$ cat config.mk
export PLATFORM = sky130hd
export DESIGN_NAME = cooperative_task_tick_scheduler_flat
export DESIGN_NICKNAME = d
export VERILOG_FILES = /design/src/hw/rtl/ctts_pkg.sv /design/src/hw/rtl/ctts_if.sv /design/src/hw/rtl/ctts_slot_mem.sv /design/src/hw/rtl/cooperative_task_tick_scheduler.sv /design/src/flat_wrapper.sv
export SDC_FILE = /design/constraint.sdc
export NUM_CORES = 1
export LEC_CHECK = 0
export BUFFER_PORTS_ARGS = -buffer_cell sky130_fd_sc_hd__buf_4
export CAP_MARGIN = 20
export CORE_UTILIZATION = 40
export DETAILED_ROUTE_END_ITERATION = 7
export SETUP_SLACK_MARGIN = 0.02
export SYNTH_ARGS = -nofsm -noshare
export SYNTH_HDL_FRONTEND = slang
export SYNTH_HIERARCHICAL = 1
export SYNTH_SLANG_ARGS = --single-unit
$ cat constraint.sdc
create_clock -name i_clk -period 4.6 [get_ports i_clk]
set_input_delay 0.23 -clock i_clk [delete_from_list [all_inputs] [get_ports i_clk]]
set_output_delay 0.23 -clock i_clk [all_outputs]
set_load 0.02 [all_outputs]
$ cat src/hw/rtl/ctts_pkg.sv
// Shared constants and types for the tick scheduler.
`timescale 1ns / 1ps
`default_nettype none

package ctts_pkg;

    localparam int TASK_SLOTS = 8;
    localparam int SLOT_W     = (TASK_SLOTS > 1) ? $clog2(TASK_SLOTS) : 1;
    localparam int CNT_W      = $clog2(TASK_SLOTS + 1);
    localparam int MAX_RUNS   = 8;
    localparam int RUN_W      = $clog2(MAX_RUNS + 1);

    localparam int OP_W       = 2;
    localparam int ID_W       = 3;
    localparam int TIME_W     = 16;
    localparam int KIND_W     = 2;
    localparam int RUNSLOT_W  = 3;
    localparam int COUNT_W    = 4;

    typedef enum logic [OP_W-1:0] {
        OP_TICK,
        OP_ADD,
        OP_DEL,
        OP_DISPATCH
    } t_op;

    typedef enum logic [KIND_W-1:0] {
        KIND_RUN,
        KIND_ADD_DONE,
        KIND_DEL_DONE,
        KIND_DISP_DONE
    } t_kind;

    typedef struct packed {
        logic              ready;
        logic [TIME_W-1:0] delay;
        logic [TIME_W-1:0] period;
    } t_slot;

endpackage

`default_nettype wire

$ cat src/hw/rtl/ctts_if.sv
// Handshake channels for scheduler commands and results.
`timescale 1ns / 1ps
`default_nettype none

interface ctts_in_if;
    logic                         valid;
    logic                         ready;
    logic [ctts_pkg::OP_W-1:0]    op;
    logic [ctts_pkg::ID_W-1:0]    slot_id;
    logic [ctts_pkg::TIME_W-1:0]  first_delay;
    logic [ctts_pkg::TIME_W-1:0]  repeat_period;

    modport source (output valid, op, slot_id, first_delay, repeat_period, input ready);
    modport sink   (input valid, op, slot_id, first_delay, repeat_period, output ready);
endinterface

interface ctts_out_if;
    logic                            valid;
    logic                            ready;
    logic [ctts_pkg::KIND_W-1:0]     kind;
    logic [ctts_pkg::RUNSLOT_W-1:0]  run_slot;
    logic [ctts_pkg::COUNT_W-1:0]    task_count;
    logic                            last;

    modport source (output valid, kind, run_slot, task_count, last, input ready);
    modport sink   (input valid, kind, run_slot, task_count, last, output ready);
endinterface

`default_nettype wire

$ cat src/hw/rtl/ctts_slot_mem.sv
// Task slot table: one write port, one registered read port.
`timescale 1ns / 1ps
`default_nettype none

module ctts_slot_mem (
    input  wire logic                          i_clk,
    input  wire logic                          i_we,
    input  wire logic [ctts_pkg::SLOT_W-1:0]   i_waddr,
    input  wire ctts_pkg::t_slot               i_wdata,
    input  wire logic                          i_re,
    input  wire logic [ctts_pkg::SLOT_W-1:0]   i_raddr,
    output ctts_pkg::t_slot                    o_rdata
);

    ctts_pkg::t_slot r_mem [ctts_pkg::TASK_SLOTS];
    ctts_pkg::t_slot r_rdata;

    always_ff @(posedge i_clk) begin
        if (i_we) begin
            r_mem[i_waddr] <= i_wdata;
        end
    end

    // read data holds while the walk is stalled
    always_ff @(posedge i_clk) begin
        if (i_re) begin
            r_rdata <= r_mem[i_raddr];
        end
    end

    assign o_rdata = r_rdata;

endmodule

`default_nettype wire

$ cat src/hw/rtl/cooperative_task_tick_scheduler.sv
// Top level of the time-triggered cooperative tick scheduler.
//
// Commands arrive on i_in (op, slot_id, first_delay, repeat_period); results
// leave on o_out (kind, run_slot, task_count, last). Both are valid/ready.
// Add (when the table is not full) and delete update the table on the
// accepting beat; each returns one result beat through the done state and
// the output register. Tick and dispatch walk the slot table in the slot
// memory, one slot per cycle while the output is not stalled, with read and
// write-back overlapped: a tick gives no result; a dispatch gives one run
// beat per ready slot (at most 8) and then a finish beat with last set.
// A new command is taken only when the previous one is fully handed to the
// output register, so a final result may still wait there while the next
// command is accepted. When the receiver stalls, the walk holds on the slot
// that needs to emit. Reset clears the valid marks and the fill count; slot
// contents behind a cleared valid mark are never looked at, so the memory
// needs no clearing pass.
`timescale 1ns / 1ps
`default_nettype none

module cooperative_task_tick_scheduler (
    input  wire logic   i_clk,
    input  wire logic   i_rst_n,
    ctts_in_if.sink     i_in,
    ctts_out_if.source  o_out
);

    typedef enum logic [1:0] {
        S_IDLE,
        S_WALK,
        S_DONE
    } t_state;

    localparam int SLOT_W  = ctts_pkg::SLOT_W;
    localparam int CNT_W   = ctts_pkg::CNT_W;
    localparam int RUN_W   = ctts_pkg::RUN_W;
    localparam int COUNT_W = ctts_pkg::COUNT_W;

    t_state                         r_state;
    logic [ctts_pkg::TASK_SLOTS-1:0] r_valid;
    logic [CNT_W-1:0]               r_used;
    ctts_pkg::t_op                  r_op;
    logic [CNT_W-1:0]               r_idx;
    logic                           r_pv;
    logic [SLOT_W-1:0]              r_pidx;
    logic [RUN_W-1:0]               r_nrun;
    ctts_pkg::t_kind                r_done_kind;
    logic [COUNT_W-1:0]             r_done_count;

    logic                           r_out_valid;
    ctts_pkg::t_kind                r_out_kind;
    logic [ctts_pkg::RUNSLOT_W-1:0] r_out_slot;
    logic [COUNT_W-1:0]             r_out_count;
    logic                           r_out_last;

    ctts_pkg::t_op   in_op;
    ctts_pkg::t_slot rd_slot;
    ctts_pkg::t_slot n_slot;
    logic            accept;
    logic            out_free;
    logic            out_load;
    logic            cur_valid;
    logic            want_run;
    logic            stall;
    logic            advance;
    logic            last_read;
    logic            table_full;
    logic            del_in_range;
    logic [SLOT_W-1:0] del_idx;
    logic            mem_we;
    logic [SLOT_W-1:0] mem_waddr;
    logic            mem_re;

    assign in_op        = ctts_pkg::t_op'(i_in.op);
    assign i_in.ready   = (r_state == S_IDLE);
    assign accept       = i_in.valid && i_in.ready;
    assign out_free     = !r_out_valid || o_out.ready;
    assign table_full   = (r_used >= CNT_W'(ctts_pkg::TASK_SLOTS));
    assign del_in_range = (32'(i_in.slot_id) < ctts_pkg::TASK_SLOTS);
    assign del_idx      = SLOT_W'(i_in.slot_id);

    assign cur_valid = r_valid[r_pidx];
    assign want_run  = (r_op == ctts_pkg::OP_DISPATCH) && cur_valid && rd_slot.ready
                       && (r_nrun < RUN_W'(ctts_pkg::MAX_RUNS));
    assign stall     = r_pv && want_run && !out_free;
    assign advance   = (r_state == S_WALK) && !stall;
    assign last_read = (r_idx == CNT_W'(ctts_pkg::TASK_SLOTS));
    assign mem_re    = advance && !last_read;
    assign out_load  = (advance && r_pv && want_run) || ((r_state == S_DONE) && out_free);

    // single write port: add in idle, write-back during a walk
    always_comb begin
        mem_we    = 1'b0;
        mem_waddr = r_pidx;
        n_slot    = rd_slot;
        priority if (accept && in_op == ctts_pkg::OP_ADD && !table_full) begin
            mem_we        = 1'b1;
            mem_waddr     = r_used[SLOT_W-1:0];
            n_slot.ready  = 1'b0;
            n_slot.delay  = i_in.first_delay;
            n_slot.period = i_in.repeat_period;
        end else if (advance && r_pv && cur_valid) begin
            if (r_op == ctts_pkg::OP_TICK) begin
                mem_we = 1'b1;
                if (rd_slot.delay == '0) begin
                    n_slot.ready = 1'b1;
                    if (rd_slot.period != '0) begin
                        n_slot.delay = rd_slot.period;
                    end
                end else begin
                    n_slot.delay = rd_slot.delay - 1'b1;
                end
            end else if (want_run) begin
                mem_we       = 1'b1;
                n_slot.ready = 1'b0;
            end
        end else begin
            mem_we = 1'b0;
        end
    end

    ctts_slot_mem u_mem (
        .i_clk   (i_clk),
        .i_we    (mem_we),
        .i_waddr (mem_waddr),
        .i_wdata (n_slot),
        .i_re    (mem_re),
        .i_raddr (r_idx[SLOT_W-1:0]),
        .o_rdata (rd_slot)
    );

    always_ff @(posedge i_clk) begin
        if (!i_rst_n) begin
            r_state     <= S_IDLE;
            r_valid     <= '0;
            r_used      <= '0;
            r_idx       <= '0;
            r_pv        <= 1'b0;
            r_nrun      <= '0;
            r_out_valid <= 1'b0;
        end else begin
            if (out_load) begin
                r_out_valid <= 1'b1;
            end else if (o_out.ready) begin
                r_out_valid <= 1'b0;
            end
            unique case (r_state)
                S_IDLE: begin
                    if (accept) begin
                        r_op <= in_op;
                        unique case (in_op)
                            ctts_pkg::OP_TICK, ctts_pkg::OP_DISPATCH: begin
                                r_idx   <= '0;
                                r_pv    <= 1'b0;
                                r_nrun  <= '0;
                                r_state <= S_WALK;
                            end
                            ctts_pkg::OP_ADD: begin
                                r_done_kind <= ctts_pkg::KIND_ADD_DONE;
                                if (table_full) begin
                                    r_done_count <= COUNT_W'(r_used);
                                end else begin
                                    r_valid[r_used[SLOT_W-1:0]] <= 1'b1;
                                    r_used       <= r_used + 1'b1;
                                    r_done_count <= COUNT_W'(r_used + 1'b1);
                                end
                                r_state <= S_DONE;
                            end
                            ctts_pkg::OP_DEL: begin
                                if (del_in_range) begin
                                    r_valid[del_idx] <= 1'b0;
                                end
                                r_done_kind  <= ctts_pkg::KIND_DEL_DONE;
                                r_done_count <= '0;
                                r_state      <= S_DONE;
                            end
                            default: begin
                                r_state <= S_IDLE;
                            end
                        endcase
                    end
                end
                S_WALK: begin
                    if (advance) begin
                        if (r_pv && want_run) begin
                            r_out_kind  <= ctts_pkg::KIND_RUN;
                            r_out_slot  <= ctts_pkg::RUNSLOT_W'(r_pidx);
                            r_out_count <= '0;
                            r_out_last  <= 1'b0;
                            r_nrun      <= r_nrun + 1'b1;
                            // one-shot task leaves the table once run
                            if (rd_slot.period == '0) begin
                                r_valid[r_pidx] <= 1'b0;
                            end
                        end
                        if (!last_read) begin
                            r_pv   <= 1'b1;
                            r_pidx <= r_idx[SLOT_W-1:0];
                            r_idx  <= r_idx + 1'b1;
                        end else begin
                            r_pv         <= 1'b0;
                            r_done_kind  <= ctts_pkg::KIND_DISP_DONE;
                            r_done_count <= '0;
                            r_state      <= (r_op == ctts_pkg::OP_DISPATCH) ? S_DONE : S_IDLE;
                        end
                    end
                end
                S_DONE: begin
                    if (out_free) begin
                        r_out_kind  <= r_done_kind;
                        r_out_slot  <= '0;
                        r_out_count <= r_done_count;
                        r_out_last  <= 1'b1;
                        r_state     <= S_IDLE;
                    end
                end
                default: begin
                    r_state <= S_IDLE;
                end
            endcase
        end
    end

    assign o_out.valid      = r_out_valid;
    assign o_out.kind       = r_out_kind;
    assign o_out.run_slot   = r_out_slot;
    assign o_out.task_count = r_out_count;
    assign o_out.last       = r_out_last;

endmodule

`default_nettype wire

$ cat src/flat_wrapper.sv
// flat-port wrapper written by rule: the top's interface ports become plain ports
module cooperative_task_tick_scheduler_flat 
  (i_clk, i_rst_n, i_in_valid, i_in_op, i_in_slot_id, i_in_first_delay, i_in_repeat_period, i_in_ready, o_out_valid, o_out_kind, o_out_run_slot, o_out_task_count, o_out_last, o_out_ready);
  ctts_in_if i_in_i ();
  ctts_out_if o_out_i ();
  input  wire logic i_clk;
  input  wire logic i_rst_n;
  input wire logic [$bits(i_in_i.valid)-1:0] i_in_valid;
  input wire logic [$bits(i_in_i.op)-1:0] i_in_op;
  input wire logic [$bits(i_in_i.slot_id)-1:0] i_in_slot_id;
  input wire logic [$bits(i_in_i.first_delay)-1:0] i_in_first_delay;
  input wire logic [$bits(i_in_i.repeat_period)-1:0] i_in_repeat_period;
  output wire logic [$bits(i_in_i.ready)-1:0] i_in_ready;
  output wire logic [$bits(o_out_i.valid)-1:0] o_out_valid;
  output wire logic [$bits(o_out_i.kind)-1:0] o_out_kind;
  output wire logic [$bits(o_out_i.run_slot)-1:0] o_out_run_slot;
  output wire logic [$bits(o_out_i.task_count)-1:0] o_out_task_count;
  output wire logic [$bits(o_out_i.last)-1:0] o_out_last;
  input wire logic [$bits(o_out_i.ready)-1:0] o_out_ready;
  assign i_in_i.valid = i_in_valid;
  assign i_in_i.op = i_in_op;
  assign i_in_i.slot_id = i_in_slot_id;
  assign i_in_i.first_delay = i_in_first_delay;
  assign i_in_i.repeat_period = i_in_repeat_period;
  assign i_in_ready = i_in_i.ready;
  assign o_out_valid = o_out_i.valid;
  assign o_out_kind = o_out_i.kind;
  assign o_out_run_slot = o_out_i.run_slot;
  assign o_out_task_count = o_out_i.task_count;
  assign o_out_last = o_out_i.last;
  assign o_out_i.ready = o_out_ready;
  cooperative_task_tick_scheduler u_core (.i_clk(i_clk), .i_rst_n(i_rst_n), .i_in(i_in_i), .o_out(o_out_i));
endmodule
==> impl_metrics.env, run 1 <==
export IMPL_die_area_sq_um=36900
export IMPL_rows=69
export IMPL_busiest_layer="met2"
export IMPL_finalHoldViolCount=0
export IMPL_min_path_cells=3
export IMPL_cts_tree="built"
export IMPL_crit_chain="dlygate4sd3_1 -> buf_4 -> inv_1 -> ha_1 -> nor2b_1 -> nand3_1 -> o21ai_0 -> nand2b_1 -> nor2_4 -> buf_4"
export IMPL_outcome="finished clean"
export IMPL_worst_setup_path_start_kind="input port"
export IMPL_hp_class="in -> reg"
export IMPL_crit_type="in -> reg"
export IMPL_cp_end_kind="flop"
export IMPL_setup_tns_final_ps=0
export IMPL_cpMostUsedCell="buf_4"
export IMPL_synth_cell_types=70
export IMPL_routed_wl_mm=32.4
export IMPL_drtAntennaViolNets=0
export IMPL_cts_max_path_buffers=3
export IMPL_syn_area_per_cell_sq_um=16.9
export IMPL_syn_area_sq_um=14500
export IMPL_synth_seq_cells=342
export IMPL_fmax_mhz=276
export IMPL_dr_pass1_iters=5
export IMPL_worst_ir_drop_vdd_uv=392
export IMPL_boundaryPins=53
export IMPL_hold_slack_ps=73.8
export IMPL_slowest_stage="o21ai_0"
export IMPL_drc_errors=0
export IMPL_grt_util_met2_pct=29.4
export IMPL_cts_buffers=36
export IMPL_die_w_um=192
export IMPL_synth_edf_count=318
export IMPL_drive_above_1_share_pct=25.7
export IMPL_critPathTopFamily="simple AND/OR/NAND/NOR gates"
export IMPL_max_slew_margin_rel_pct=44.9
export IMPL_finalSetupViolations=0
export IMPL_finalClockSkew_ps=17.9
export IMPL_leakage_nw=5.33
export IMPL_insertedDiodeCount=0
export IMPL_syn_inst=857
export IMPL_syn_num_nets=906
export IMPL_ys_warn_count=6
export IMPL_synth_most_common_cell="edfxtp_1"
export IMPL_htree_levels=2
export IMPL_finalCriticalPeriod_ps=3630
export IMPL_wl_per_cell_um=22.9
export IMPL_synth_async_reset_ratio_pct=0
export IMPL_met3_usage_pct=3.18
export IMPL_path_buf_inv=4
export IMPL_p_per_area_nw_per_um2=406
export IMPL_viasPerCell=5.65
export IMPL_synth_flop_cell="edfxtp_1"
export IMPL_cpPeakStageDelay_ps=760
export IMPL_areaGrowthSynthToFinish_pct=14.6
export IMPL_vias=7966
export IMPL_worst_ep_required_time_ps=4770
export IMPL_port_buffers=52
export IMPL_dp_hpwl_mm=19.8
export IMPL_arrival_ps=3790
export IMPL_gr_total_overflow=0
export IMPL_grt_max_degree=71
export IMPL_synthTopCellsByCount="318 x edfxtp_1, 78 x nand2_1, 60 x mux4_2, 36 x nor2_1, 33 x mux2_2"
export IMPL_fin_nets=972
export IMPL_coreArea_sq_um=35600
export IMPL_gp_congestion=0.842
export IMPL_insertion_delay_ps=520
export IMPL_min_period_over_period_pct=78.8
export IMPL_grt_pass1_wl_mm=48.7
export IMPL_grt_pass1_vias=7868
export IMPL_crit_path_max_fanout=25
export IMPL_die_h_um=192
export IMPL_finalMaxSlewViolations=0
export IMPL_cap_violations=0
export IMPL_rsz0062_at_grt="false"
export IMPL_critical_path_cell_count=10
export IMPL_start_util_pct=40.6
export IMPL_path_clk_slew_ps=60
export IMPL_fillers=3048
export IMPL_synth_top_area_share_pct=66.1
export IMPL_clockRootBuffer="clkbuf_16"
export IMPL_antenna_found_initial=0
export IMPL_drt_iter0_markers=715
export IMPL_rr_worst_depth=6
export IMPL_use_met1_pct=24.7
export IMPL_synthTopCellsByArea="edfxtp_1 66%, mux4_2 9.3%, dfxtp_1 3.3%"
export IMPL_cts_sinks=342
export IMPL_synth_largest_area_cell="edfxtp_1"
export IMPL_max_slew_worst_pin_slew_ps=825
export IMPL_grt_use_total_pct=17.9
export IMPL_ys_seq_area_share_pct=69.4
export IMPL_post_cts_buffers=0
## cells in the final DEF (no fill, tap or decap), types with 9 or more instances in the layout
cell type	count
a21oi_1	17
and2_1	11
buf_4	69
clkbuf_16	36
dfxtp_1	21
edfxtp_1	318
inv_1	18
mux2_2	33
mux2i_1	12
mux4_2	60
nand2_1	78
nand2b_1	9
nand3_1	13
nor2_1	29
nor2b_1	12
nor3_1	16
o21ai_0	10
o221a_1	9
## logic make-up (layout without fill, tap and decap cells)
kind of cell             count (synthesis)  after routing  synth area share (%)
flip-flops                             342            342                  69.4
AND/OR/NAND/NOR                        227            227                  8.21
multiplexers                           111            111                  13.8
AO/OA/AOI/OAI                          100            100                  5.28
buffers and inverters                   63            156                  2.23
adder cells (fa/ha/maj)                  8              8                 0.692
XOR/XNOR                                 6              6                 0.364
## area by class of cell
| type | count | area (sq um) | share of cell area (%) |
|---|---|---|---|
| Clock buffer | 44 | 931 | 5.62 |
| Clock inverter | 21 | 198 | 1.19 |
| Inverter | 18 | 67.6 | 0.408 |
| Multi-Input combinational cell | 452 | 4170 | 25.2 |
| Sequential cell | 342 | 10000 | 60.6 |
| Tap cell | 461 | 577 | 3.48 |
| Timing Repair Buffer | 73 | 578 | 3.49 |
## worst paths after layout
path              slack (ps)                        to         startpoint
setup / recovery         970  u_core/u_mem/r_mem[6][2]         i_in_op[1]
hold / removal            70         u_core/r_state[1]            i_rst_n
setup reg to reg        1060  u_core/u_mem/r_mem[6][2]  u_core/r_state[0]
hold reg to reg          490           u_core/r_idx[3]    u_core/r_idx[3]
## metrics by stage
stage / util (%) / cell area, sq um / total power [mW] / std cells / setup slack [ps]
2_1_floorplan: - / 14500 / 3.85 / 857 / 101
3_3_place_gp: 43.3 / 15400 / 3.99 / 1343 / 1110
3_5_place_dp: 43.3 / 15400 / 4.00 / 1343 / 1030
4_1_cts: 46.5 / 16500 / 6.78 / 1410 / 983
5_1_grt: 46.6 / 16600 / 6.94 / 1411 / 668
6_report: 46.6 / 16600 / 6.72 / 1411 / 975
## where the power goes
group          switching [mW]  leakage [nW]  internal (mW)
clock                    1.17         0.542           1.62
combinational           0.244          1.71          0.160
sequential             0.0438          3.08           3.48
total                    1.46          5.33           5.26
## tightest hold or removal path, stage by stage
cell and delay, ps:
buf_4 190, nand2_1 90, nor2_1 40
## metal layers
layer  vias up  routed length [um]
met5         -                   0
li1       3560                   -
met2       253               15800
met4         0                 614
met3        50                1990
met1      4103               13900
## what timing repair did
action,4_1_cts,5_1_grt
resized for setup,0,0
setup endpoints to repair,0,0
endpoints found under the hold margin,2,0
hold buffers,2,0
## registers in the layout, indices dropped and copies added (netlist names)
register and cells:
u_core/r_valid 8, u_core/o_out.task_count 4, u_core/r_op 2, u_core/r_nrun 4
u_core/r_done_kind 2, u_core/o_out.kind 2, u_core/r_used 4, u_core/r_done_count 4
u_core/o_out.valid 1, u_core/u_mem/o_rdata 33, u_core/r_pidx 3, u_core/u_mem/r_mem 264
u_core/r_idx 4, u_core/r_pv 1, u_core/o_out.last 1, u_core/o_out.run_slot 3
u_core/r_state 2
No activity file was read; power rests on OpenSTA's default activity.
==> run 2, diff against run 1 <==
- ABC_AREA: default -> 1
- clock period: 4.6 -> 3.15 ns (I/O delays scaled with it)
==> run 2 against run 1 <==
Combinational power rose to 3.3 times the previous value. Register-to-register slack worse by 700 ps. Count of clock-buffer cells in the layout up 11. Via count up 48%. Critical path depth up 5. Critical endpoint is now u_core/u_mem/r_mem[2][26]. Sequential share of layout area down 6.9 points.
==> impl_metrics.env, run 2 <==
export IMPL_synth_cell_types=39
export IMPL_final_area_sq_um=18700
export IMPL_leakage_nw=8.21
export IMPL_insertedDiodeCount=0
export IMPL_fillers=3795
export IMPL_htree_levels=2
export IMPL_slowest_stage="edfxtp_1"
export IMPL_ys_warn_count=6
export IMPL_min_path_cells=3
export IMPL_worst_ir_drop_vdd_uv=419
export IMPL_hp_class="in -> reg"
export IMPL_finalMaxSlewViolations=0
export IMPL_worst_ep_required_time_ps=3350
export IMPL_met2_length_mm=19.3
export IMPL_p_per_area_nw_per_um2=591
export IMPL_max_slew_worst_pin_slew_ps=950
export IMPL_synthTopCellsByArea="edfxtp_1 59%, nand2_1 14%, inv_1 8.0%"
export IMPL_dp_cells=2342
export IMPL_total_power_mw=11.0
export IMPL_min_period_over_period_pct=88.5
export IMPL_largest_reg_flops=264
export IMPL_cts_sinks=342
export IMPL_start_util_pct=40.8
export IMPL_rsz0062_at_grt="false"
export IMPL_crit_type="reg -> reg"
export IMPL_finalWorstSetupSlack_ps=361
export IMPL_dr_pass1_iters=5
export IMPL_critPathTopFamily="simple AND/OR/NAND/NOR gates"
export IMPL_fin_cells=2417
export IMPL_dpl_cell_area_sq_um=17400
export IMPL_routed_wl_mm=40.9
export IMPL_finalCriticalPeriod_ps=2790
export IMPL_multi_input_area_sq_um=4550
export IMPL_cts_tree="built"
export IMPL_areaGrowthSynthToFinish_pct=14.6
export IMPL_antenna_found_initial=0
export IMPL_crit_path_max_fanout=25
export IMPL_final_common_cell="nand2_1"
export IMPL_gp_congestion=0.899
export IMPL_finalSetupViolations=0
export IMPL_synth_most_common_cell="nand2_1"
export IMPL_cap_violations=0
export IMPL_critical_path_cell_count=15
export IMPL_crit_chain="inv_4 -> nand2_1 -> nand3_1 -> nand2_1 -> inv_2 -> nand2_4 -> nand2_2 -> nor2_4 -> nand3_4 -> nand2_1 -> inv_2 -> nand2_1 -> nand2_1 -> nor2_4 -> buf_4"
export IMPL_worst_setup_path_start_kind="flop"
export IMPL_max_slew_margin_rel_pct=36.0
export IMPL_rows=73
export IMPL_synthTopCellsByCount="604 x nand2_1, 349 x inv_1, 318 x edfxtp_1, 192 x nand3_1, 85 x nor2_1"
export IMPL_fmax_mhz=359
export IMPL_ys_seq_area_share_pct=61.5
export IMPL_synth_edf_count=318
export IMPL_cp_end_kind="flop"
export IMPL_hold_slack_ps=27.6
export IMPL_die_area_sq_um=41600
export IMPL_drive_above_1_share_pct=9.94
export IMPL_dp_hpwl_mm=25.2
export IMPL_met1_length_mm=18.1
export IMPL_port_buffers=52
export IMPL_drt_iter0_markers=798
export IMPL_synth_largest_area_cell="edfxtp_1"
export IMPL_grt_pass1_vias=11400
export IMPL_regMostFlops="u_core/u_mem/r_mem"
export IMPL_gr_total_overflow=0
export IMPL_finalHoldViolCount=0
export IMPL_finalClockSkew_ps=34.3
export IMPL_grt_pass1_wl_mm=63.9
export IMPL_rr_worst_depth=15
export IMPL_die_h_um=204
export IMPL_met3_length_mm=2.45
export IMPL_drtAntennaViolNets=0
export IMPL_cts_buffers=40
export IMPL_synth_top_area_share_pct=58.6
export IMPL_clockRootBuffer="clkbuf_16"
export IMPL_vias=11800
export IMPL_fin_nets=1911
export IMPL_boundaryPins=53
export IMPL_syn_inst=1800
export IMPL_place_ws_ps=351
export IMPL_outcome="finished clean"
export IMPL_grt_use_total_pct=20.2
export IMPL_insertion_delay_ps=580
export IMPL_syn_area_per_cell_sq_um=9.06
export IMPL_cpPeakStageDelay_ps=590
export IMPL_dr_max_layer_used="met4"
export IMPL_die_w_um=204
export IMPL_viasPerCell=4.88
export IMPL_cpMostUsedCell="nand2_1"
export IMPL_syn_area_sq_um=16300
export IMPL_cts_resized=0
export IMPL_area_sequential_sq_um=10000
export IMPL_coreArea_sq_um=40000
export IMPL_drc_errors=0
export IMPL_path_clk_slew_ps=60
export IMPL_wl_per_cell_um=16.9
export IMPL_path_buf_inv=4
export IMPL_arrival_ps=2990
export IMPL_syn_num_nets=1849
export IMPL_synth_seq_cells=342
export IMPL_grt_max_degree=137
export IMPL_final_cell_mix="604 x nand2_1, 348 x inv_1, 318 x edfxtp_1, 192 x nand3_1, 77 x nor2_1"
export IMPL_synth_async_reset_ratio_pct=0
export IMPL_synth_flop_cell="edfxtp_1"
export IMPL_cts_max_path_buffers=3
==> run 2: worst paths after layout <==
check / from / to / slack [ps]
min reg2reg: u_core/r_valid[1] / u_core/r_valid[1] / 480
min: i_in_repeat_period[13] / u_core/u_mem/r_mem[5][13] / 30
max reg2reg: u_core/r_pidx[0] / u_core/u_mem/r_mem[2][26] / 360
max: u_core/r_pidx[0] / u_core/u_mem/r_mem[2][26] / 360
==> run 2: through the flow <==
stage                     utilization [%]  setup TNS, ps
after floorplan                         -         -49860
after global placement               43.4              0
after detailed placement             43.4              0
after CTS                            46.7              0
after global routing                 46.7              0
final                                46.7              0
==> run 2: logic make-up after synthesis <==
logic type / count (synthesis) / synth area share (%)
adder cells (fa/ha/maj): 8 / 0.614
flip-flops: 342 / 61.5
buffers and inverters: 433 / 10.9
XOR/XNOR: 9 / 0.483
AO/OA/AOI/OAI: 94 / 3.11
AND/OR/NAND/NOR: 914 / 23.3
==> run 2: what timing repair did <==
action                                 in CTS  in global routing
endpoints found under the hold margin      10                  0
buffers inserted                            0                  0
hold buffers                                3                  0
==> run 2: tightest hold or removal path, delay by kind of cell <==
| kind | cells | cell delay (ps) |
|---|---|---|
| buf+inv | 1 | 80 |
| simple gates | 2 | 210 |
==> run 2: report_power, final <==
part / total (mW) / leakage, nW / internal (mW) / switching (mW)
combinational: 1.35 / 4.52 / 0.380 / 0.972
sequential: 5.23 / 3.07 / 5.17 / 0.0608
clock: 4.46 / 0.617 / 2.65 / 1.81
total: 11.0 / 8.21 / 8.20 / 2.84
==> run 2: metal layers <==
metal	vias to the layer above	GRT usage (%)
li1	5799	-
met1	5539	27.4
met2	389	33.0
met3	73	2.76
met4	0	7.55
met5	-	0
==> run 2: final cells by class <==
type | count | share of cell area, %
Clock buffer | 55 | 5.77
Inverter | 367 | 7.41
Timing Repair Buffer | 86 | 4.17
Multi-Input combinational cell | 1025 | 24.4
Tap cell | 525 | 3.52
Sequential cell | 342 | 53.7
Clock inverter | 17 | 1.05
==> run 3, diff against run 2 <==
- CORE_MARGIN: default -> 2
- clock period: 3.15 -> 3.2 ns (I/O delays scaled with it)
==> run 3 against run 2 <==
Routed wire length down 0.99%. Critical path depth unchanged. Sequential power down 1%. Largest cell class unchanged. Clock skew down 7.0 ps.
==> impl_metrics.env, run 3 (same netlist as run 2, synthesis figures left out) <==
export IMPL_rows=73
export IMPL_max_slew_worst_pin_slew_ps=969
export IMPL_wl_per_cell_um=16.7
export IMPL_area_sequential_sq_um=10000
export IMPL_finalClockSkew_ps=27.3
export IMPL_multi_input_area_sq_um=4550
export IMPL_min_period_over_period_pct=89.4
export IMPL_rsz0062_at_grt="false"
export IMPL_gp_congestion=0.923
export IMPL_boundaryPins=53
export IMPL_htree_levels=2
export IMPL_finish_utilization_pct=46.7
export IMPL_worst_ep_required_time_ps=3450
export IMPL_clockRootBuffer="clkbuf_16"
export IMPL_crit_type="reg -> reg"
export IMPL_cts_tree="built"
export IMPL_regMostFlops="u_core/u_mem/r_mem"
export IMPL_clkPwrFrac_pct=39.4
export IMPL_viasPerCell=4.86
export IMPL_switching_share_pct=26.2
export IMPL_port_buffers=52
export IMPL_final_common_cell="nand2_1"
export IMPL_fillers=3782
export IMPL_hold_buffers=3
export IMPL_dr_pass1_iters=5
export IMPL_routed_wl_mm=40.5
export IMPL_leakage_nw=8.23
export IMPL_start_util_pct=40.8
export IMPL_grt_use_total_pct=19.6
export IMPL_cp_end_kind="flop"
export IMPL_cap_violations=0
export IMPL_pwr_share_comb_pct=12.2
export IMPL_finalHoldViolCount=0
export IMPL_fmax_mhz=350
export IMPL_drt_iter0_markers=803
export IMPL_seqPwrFrac_pct=48.4
export IMPL_p_per_area_nw_per_um2=571
export IMPL_largest_reg_flops=264
export IMPL_die_w_um=206
export IMPL_drc_errors=0
export IMPL_grt_pass1_wl_mm=63.0
export IMPL_path_clk_slew_ps=60
export IMPL_p_sw_mw=2.80
export IMPL_finalWorstSetupSlack_ps=341
export IMPL_arrival_ps=3110
export IMPL_cts_max_path_buffers=3
export IMPL_drtAntennaViolNets=0
export IMPL_finalSetupViolations=0
export IMPL_die_h_um=206
export IMPL_cts_buffers=39
export IMPL_insertedDiodeCount=0
export IMPL_antenna_found_initial=0
export IMPL_insertion_delay_ps=560
export IMPL_hp_class="in -> reg"
export IMPL_grt_pass1_vias=11200
export IMPL_finalMaxSlewViolations=0
export IMPL_worst_ir_drop_vdd_uv=455
export IMPL_finalCriticalPeriod_ps=2860
export IMPL_fin_nets=1920
export IMPL_dp_hpwl_mm=25.5
export IMPL_vias=11800
export IMPL_max_slew_margin_rel_pct=34.7
export IMPL_worst_setup_path_start_kind="flop"
export IMPL_intPower_mw=7.88
export IMPL_post_cts_buffers=0
export IMPL_cts_resized=0
export IMPL_cts_sinks=342
export IMPL_coreArea_sq_um=40000
export IMPL_areaGrowthSynthToFinish_pct=14.6
export IMPL_drive_above_1_share_pct=10.6
export IMPL_die_area_sq_um=42400
export IMPL_outcome="finished clean"
export IMPL_total_power_mw=10.7
export IMPL_grt_max_degree=136
export IMPL_crit_path_max_fanout=15
export IMPL_gr_total_overflow=0
export IMPL_reg2reg_setup_slack_ps=340
export IMPL_final_cell_mix="604 x nand2_1, 348 x inv_1, 318 x edfxtp_1, 192 x nand3_1, 82 x buf_4"
export IMPL_place_ws_ps=382
[run 3: path summary, 6_finish.rpt]
| path | end | startpoint | depth (start not counted) |
|---|---|---|---|
| setup reg to reg | u_core/u_mem/r_mem[5][30] | u_core/r_pidx[0] | 15 |
| hold reg to reg | u_core/r_valid[1] | u_core/r_valid[1] | 2 |
| setup / recovery | u_core/u_mem/r_mem[5][30] | u_core/r_pidx[0] | 15 |
| hold / removal | u_core/u_mem/r_mem[1][5] | i_in_repeat_period[5] | 3 |
[run 3: layout make-up]
cell class	instances	area share [%]
clock inverter	21	0.824
inverter	367	7.40
multi-input combinational	1025	24.4
sequential	342	53.7
clock buffer	50	5.61
tap	525	3.52
timing repair buffer	96	4.55
[run 3: worst max-delay path: stages, from the launching register on]
cell	delay, ps
edfxtp_1	580
inv_4	100
nand2_1	80
nand3_1	80
nand2_1	100
inv_2	50
nand2_4	90
nand2_2	70
nor2_4	110
nand3_4	80
nand2_1	120
inv_2	110
nand2_1	100
nand2_1	230
nor2_4	430
buf_12	220
[run 3: metrics by stage]
stage          hold WS [ps]  area [sq um]  setup TNS (ps)  cells
3_5_place_dp            368         17400               0   2351
2_1_floorplan           259         16300          -38310   1800
6_report               35.3         18700               0   2426
3_3_place_gp            366         17400               0   2351
5_1_grt                84.1         18700               0   2426
4_1_cts                26.3         18700               0   2425
[run 3: power by group through the flow]
| stage | Clock, mW | Sequential (mW) | Combinational, mW |
|---|---|---|---|
| 2_1_floorplan | 0 | 5.22 | 0.910 |
| 3_3_place_gp | 0 | 5.25 | 1.30 |
| 3_5_place_dp | 0 | 5.25 | 1.31 |
| 4_1_cts | 4.29 | 5.16 | 1.32 |
| 5_1_grt | 4.46 | 5.17 | 1.48 |
| 6_report | 4.20 | 5.16 | 1.31 |
[run 3: per-layer routing]
metal  vias up  routed length, um  GRT usage, %
li1       5825                  -             -
met1      5551              18300          26.7
met2       339              18700          32.1
met3        70               2190          2.51
met4         0               1280          7.86
met5         -                  0             0
